$ cat config.mk
export PLATFORM = sky130hd
export DESIGN_NAME = vn3_coord_split
export DESIGN_NICKNAME = d
export VERILOG_FILES = /design/src/rtl/vn3_pkg.sv /design/src/rtl/vn3_coord_split.sv
export SDC_FILE = /design/constraint.sdc
export NUM_CORES = 1
export LEC_CHECK = 0
export ABC_AREA = 1
export BUFFER_PORTS_ARGS = -buffer_cell sky130_fd_sc_hd__buf_2
export CAP_MARGIN = 10
export CORE_MARGIN = 5
export CORE_UTILIZATION = 35
export DETAILED_ROUTE_END_ITERATION = 16
export GPL_ROUTABILITY_DRIVEN = 1
export RECOVER_POWER = 25
export SYNTH_ARGS = -nofsm -noshare
export SYNTH_HDL_FRONTEND = slang
export SYNTH_SLANG_ARGS = --single-unit
export TNS_END_PERCENT = 50
$ cat constraint.sdc
create_clock -name clk -period 1.25 [get_ports clk]
set_input_delay 0.1875 -clock clk [delete_from_list [all_inputs] [get_ports clk]]
set_output_delay 0.1875 -clock clk [all_outputs]
set_load 0.01 [all_outputs]
$ cat src/rtl/vn3_pkg.sv
// ----------------------------------------------------------------------------
// vn3_pkg
// Shared widths, function codes and control types of the 3D value noise
// sampler.
// ----------------------------------------------------------------------------
package vn3_pkg;

  // Fixed field widths of the input and result channels
  localparam int COORD_W = 24;
  localparam int INDEX_W = 12;
  localparam int ENTRY_W = 16;
  localparam int NOISE_W = 16;

  typedef enum logic {
    FUNC_WRITE  = 1'b0,
    FUNC_SAMPLE = 1'b1
  } vn3_func_t;

  // Load enables of the four coordinate split stages
  typedef struct packed {
    logic s4;
    logic s3;
    logic s2;
    logic s1;
  } vn3_split_en_t;

endpackage

$ cat src/rtl/vn3_coord_split.sv
// ----------------------------------------------------------------------------
// vn3_coord_split
// Four-stage floor and periodic wrap of one fixed-point coordinate.
// ----------------------------------------------------------------------------
module vn3_coord_split import vn3_pkg::*; #(
  parameter  int LATTICE_SIZE = 16,
  parameter  int FRAC_BITS    = 8,
  localparam int CW           = $clog2(LATTICE_SIZE)
) (
  input  logic                      clk,
  input  vn3_split_en_t             en,
  input  logic signed [COORD_W-1:0] coord,
  output logic [CW-1:0]             cell0,
  output logic [CW-1:0]             cell1,
  output logic [FRAC_BITS-1:0]      frac
);

  // Integer part, biased to unsigned by flipping the sign bit
  localparam int IW = COORD_W - FRAC_BITS;
  localparam int PW = 2 * IW;
  localparam logic [IW-1:0] RECIP   = IW'((2 ** IW) / LATTICE_SIZE);
  localparam logic [CW:0]   L_W     = (CW + 1)'(LATTICE_SIZE);
  localparam logic [CW:0]   BIAS_MD = (CW + 1)'((2 ** (COORD_W - 1 - FRAC_BITS)) % LATTICE_SIZE);

  logic [IW-1:0]        v1_r, v2_r;
  logic [IW-1:0]        q2_r;
  logic [FRAC_BITS-1:0] f1_r, f2_r, f3_r;
  logic [CW-1:0]        vmod3_r;
  logic [PW-1:0]        prod;
  logic [IW-1:0]        r_full;
  logic [CW:0]          r_lo;
  logic [CW:0]          vmod_nxt;
  logic [CW:0]          cell_nxt;
  logic [CW:0]          next_nxt;

  // Quotient estimate by reciprocal: exact or one short
  assign prod = PW'(v1_r) * PW'(RECIP);

  always_comb begin
    r_full   = v2_r - IW'(q2_r * LATTICE_SIZE);
    r_lo     = r_full[CW:0];
    vmod_nxt = (r_lo >= L_W) ? r_lo - L_W : r_lo;
  end

  // Remove the bias modulo the lattice size, then step to the upper corner
  always_comb begin
    if ({1'b0, vmod3_r} >= BIAS_MD) begin
      cell_nxt = {1'b0, vmod3_r} - BIAS_MD;
    end else begin
      cell_nxt = {1'b0, vmod3_r} + L_W - BIAS_MD;
    end
    next_nxt = (cell_nxt + 1'b1 >= L_W) ? '0 : cell_nxt + 1'b1;
  end

  always_ff @(posedge clk) begin
    if (en.s1) begin
      v1_r <= {~coord[COORD_W-1], coord[COORD_W-2:FRAC_BITS]};
      f1_r <= coord[FRAC_BITS-1:0];
    end
    if (en.s2) begin
      q2_r <= prod[PW-1:IW];
      v2_r <= v1_r;
      f2_r <= f1_r;
    end
    if (en.s3) begin
      vmod3_r <= vmod_nxt[CW-1:0];
      f3_r    <= f2_r;
    end
    if (en.s4) begin
      cell0 <= cell_nxt[CW-1:0];
      cell1 <= next_nxt[CW-1:0];
      frac  <= f3_r;
    end
  end

endmodule

## Word level (Yosys, flattened, before mapping)

Index checks and enable logic that the tools add are counted.

| operators by class | value |
|---|---|
| add/subtract/negate cells | 3 |
| $lt $le $gt $ge | 2 |
| muxes and demuxes | 1 |

Operators by type and width:

| kind | count |
|---|---|
| $ge 5x5->1 const B | 2 |
| $add 4x1->5 const B | 1 |
| $sub 5x5->5 | 1 |
| $mux 4 | 1 |
| $sub 4x1->4 const B | 1 |

| word-level totals | value |
|---|---|
| register bits after elaboration | 55 |
| input bits | 29 |
| output and inout bits | 16 |
| word-level logic and storage cells | 16 |

## Logic depth before layout (Yosys ltp)

| depth | value |
|---|---|
| word-level depth | 3 |
| depth in mapped cells | 4 |
| depth with buffers taken out | 4 |

## Least setup slack after synthesis

Ideal clock, no wire load.

| path | value |
|---|---|
| path type | flip-flop to flip-flop |
| start | register vmod3_r[0] |
| end | register cell1[2] (data pin) |
| library setup time | 264 ps |
| data arrival time | 813 ps |
| required time | 986 ps |
| setup slack | 173 ps |
| cell stages (with the launch flop) | 3 |
| path buffers | 0 |
| period minus slack after synthesis | 1077 ps |
| cell sequence | edfxtp_1 ha_1 xor2_1 |

| between the ends | value |
|---|---|
| word-level cells in the longest chain between the ends | 2 |

Ends and longest elaborated chain:

| what | line | source |
|---|---|---|
| start: declaration | vn3_coord_split.sv:28 | `logic [CW-1:0] vmod3_r;` |
| start signal: assignment | vn3_coord_split.sv:66 | `vmod3_r <= vmod_nxt[CW-1:0];` |
| $add 4x1->5 * | vn3_coord_split.sv:52 | `next_nxt = (cell_nxt + 1'b1 >= L_W) ? '0 : cell_nxt + 1'b1;` |
| $ge 5x5->1 | vn3_coord_split.sv:52 |  |
| end signal: assignment | vn3_coord_split.sv:71 | `cell1 <= next_nxt[CW-1:0];` |
| end: declaration | vn3_coord_split.sv:14 | `output logic [CW-1:0] cell1,` |

Mark *: on every way between the ends. The rest lies on a longest branch, timed or not.
A chain may end at the register's enable or synchronous reset.

## Final worst setup path

Ends and elaborated chain as after synthesis.

==> impl_results.md <==
- Static leakage: 0.7222 nW
- Syn Nets: 96
- Post-CTS Setup Bufs: 0
- Synthesized cell area: 1634 um^2
- Clock slew seen by the registers of the worst setup and hold paths: 80 ps
- Final worst path period need: 1142 ps
- Die H: 78.33 um
- First-pass GRT wire length: 2746 um
- Die ar.: 6136 um^2
- Final period util: 91.36%
- I/O pin count: 45
- Overflow after GRT: 0
- Initial Util: 36.77%
- Num CTS Buffers: 5
- PwrDens: 1587 nW/um^2
- Most frequent cells in the layout: 52 x edfxtp_1, 29 x buf_2, 5 x clkbuf_8
- Peak VDD IR: 863.1 uV
- Clock root buffer: clkbuf_8
- Fin cells: 158
- Port bufs: 32
- WHS: 60.20 ps
- Clock Latency Late Sink: 290 ps
- Max Cap Violations: 0
- Placer congestion estimate: 0.6342
- Setup CP Type: reg2reg
- Reg2reg path depth: 2
- Max H-tree Level: 2
- Total number of vias: 666
- Worst-path cell chain: ha_1, xor2_1
- Critical path's largest stage delay: 450 ps
- Reg2reg end: cell1[2]
- Worst Path Required: 1290 ps
- Critical path data arrival time: 1180 ps
- Status: finished, final reports clean
- Antenna-violating nets left: 0
- Reg2reg setup slack: 110 ps
- Critical path capture point: cell1[2]
- Final slew viol count: 0
- Antenna Cells: 0
- Syn Area/Cell: 24.76 um^2
- Vias in the first global route: 624
- Commonest non-fill, non-tap cell in the layout: edfxtp_1
- Synth top area share: 95.56%
- Final setup viols: 0
- Worst r2r src: vmod3_r[0]
- All-layer global routing usage: 6.113%
- Clock tree sinks: 52
- Area leader, netlist: edfxtp_1
- TritonRoute pass-1 iters: 4
- Row cnt: 24
- PostCTS Resize Cnt: 0
- Worst-margin pin slew: 575.4 ps
- Antenna violations before repair: 0
- Total wire length: 1670 um
- Setup TNS: 0 ps
- Synth cell types: 7
- RSZ-0062 raised after global routing: false
- Maximum fanout along the worst path: 5
- Hold/Removal Path Class: in2reg
- Worst setup path startpoint: vmod3_r[0]
- Area grow syn2layout: 18.99%
- Post-CTS Hold Buffers: 0
- Die width: 78.33 um
- CTS tree: yes
- Max Fclk: 875.6 MHz
- DP Cell Count: 150
- Seq/Total Area, Yosys: 95.56%
- Final Hold Fails: 0
- Crit start category: flop
- Core Area: 4444 um^2
- Max Clock Skew: 4.213 ps
- Synth warnings: 0
- CP endpoint kind: flop
- Cells after Synth: 66
- Fraction of layout cells with a size suffix above 1: 33.96%
- Maximum clock path buffer count: 2
- Worst path slowest cell: edfxtp_1
- WL/cell: 10.57 um
- Pin count of the biggest net entering global routing: 17
- Slew HR: 61.64%
- Vias per cell: 4.215
- Seq cells post-synth: 52
- DR DRC count: 0
- Initial DRC count: 56
- Nets: 135
- Top cells by area, synth: edfxtp_1 96%, nand3_1 0.92%, inv_1 0.92%
==> power by group <==
group	internal [W]	switching, W
sequential	0.00206	0.0000314
clock	0.000398	0.000487
combinational	0.0000450	0.0000705
total	0.00250	0.000588
==> through the flow <==
stage	area, um^2	util (%)	setup slack, ps	power, W
floorplan	1634	-	173.0	0.002156
global placement	1859	41.84	137.7	0.002241
detailed placement	1859	41.84	126.1	0.002249
CTS	1948	43.83	114.5	0.003138
global route	1944	43.75	79.36	0.003228
finish	1944	43.75	108.0	0.003087
==> synth_stat cells <==
master and number:
edfxtp_1 52, nand2_1 4, xor2_1 1, nand4_1 1, nand3_1 3, ha_1 1
inv_1 4
==> worst min path at each step <==
stage / from / end / slack, ps / cells after the start
5_1_grt: coord[6] / f1_r[6] / 40 / 1
3_5_place_dp: coord[6] / f1_r[6] / 370 / 1
6_report: coord[6] / f1_r[6] / 60 / 1
2_1_floorplan: coord[0] / f1_r[0] / 290 / 0
4_1_cts: coord[4] / f1_r[4] / 50 / 1
3_3_place_gp: coord[10] / v1_r[2] / 360 / 1
==> registers in the layout, indices dropped and copies added (netlist names) <==
| register | flops |
|---|---|
| f1_r | 8 |
| f2_r | 8 |
| f3_r | 8 |
| frac | 8 |
| cell0 | 4 |
| cell1 | 4 |
| v1_r | 4 |
| v2_r | 4 |
| vmod3_r | 4 |
==> kinds of logic (layout without fill, tap and decap cells) <==
family,count (synthesis),in the layout,share of synthesized area (%)
xor+xnor,1,1,0.5361
fa+ha+maj,1,1,0.7656
buf+inv,4,44,0.9186
flops,52,52,95.56
simple gates,8,8,2.220
==> critical path, delay by kind of cell, from the launching register on <==
kind | cells | cell delay [ps]
xor+xnor | 1 | 170
fa+ha+maj | 1 | 270
flops | 1 | 450
==> cell type report <==
| type | instances | area [um^2] |
|---|---|---|
| clock buffer | 6 | 72.57 |
| clock inverter | 2 | 16.27 |
| fill | 406 | 2500 |
| inverter | 4 | 15.01 |
| multi-input combinational | 10 | 57.56 |
| sequential | 52 | 1562 |
| tap | 52 | 65.06 |
| timing repair buffer | 32 | 156.4 |
==> per-layer routing <==
metal	wire, um	vias to the layer above	track usage, %
met5	0	-	0
met4	42	0	4.196
met3	264	3	4.805
met2	730	31	8.476
met1	632	300	6.274
li1	-	332	-
Power figures use the tool's default switching activity.
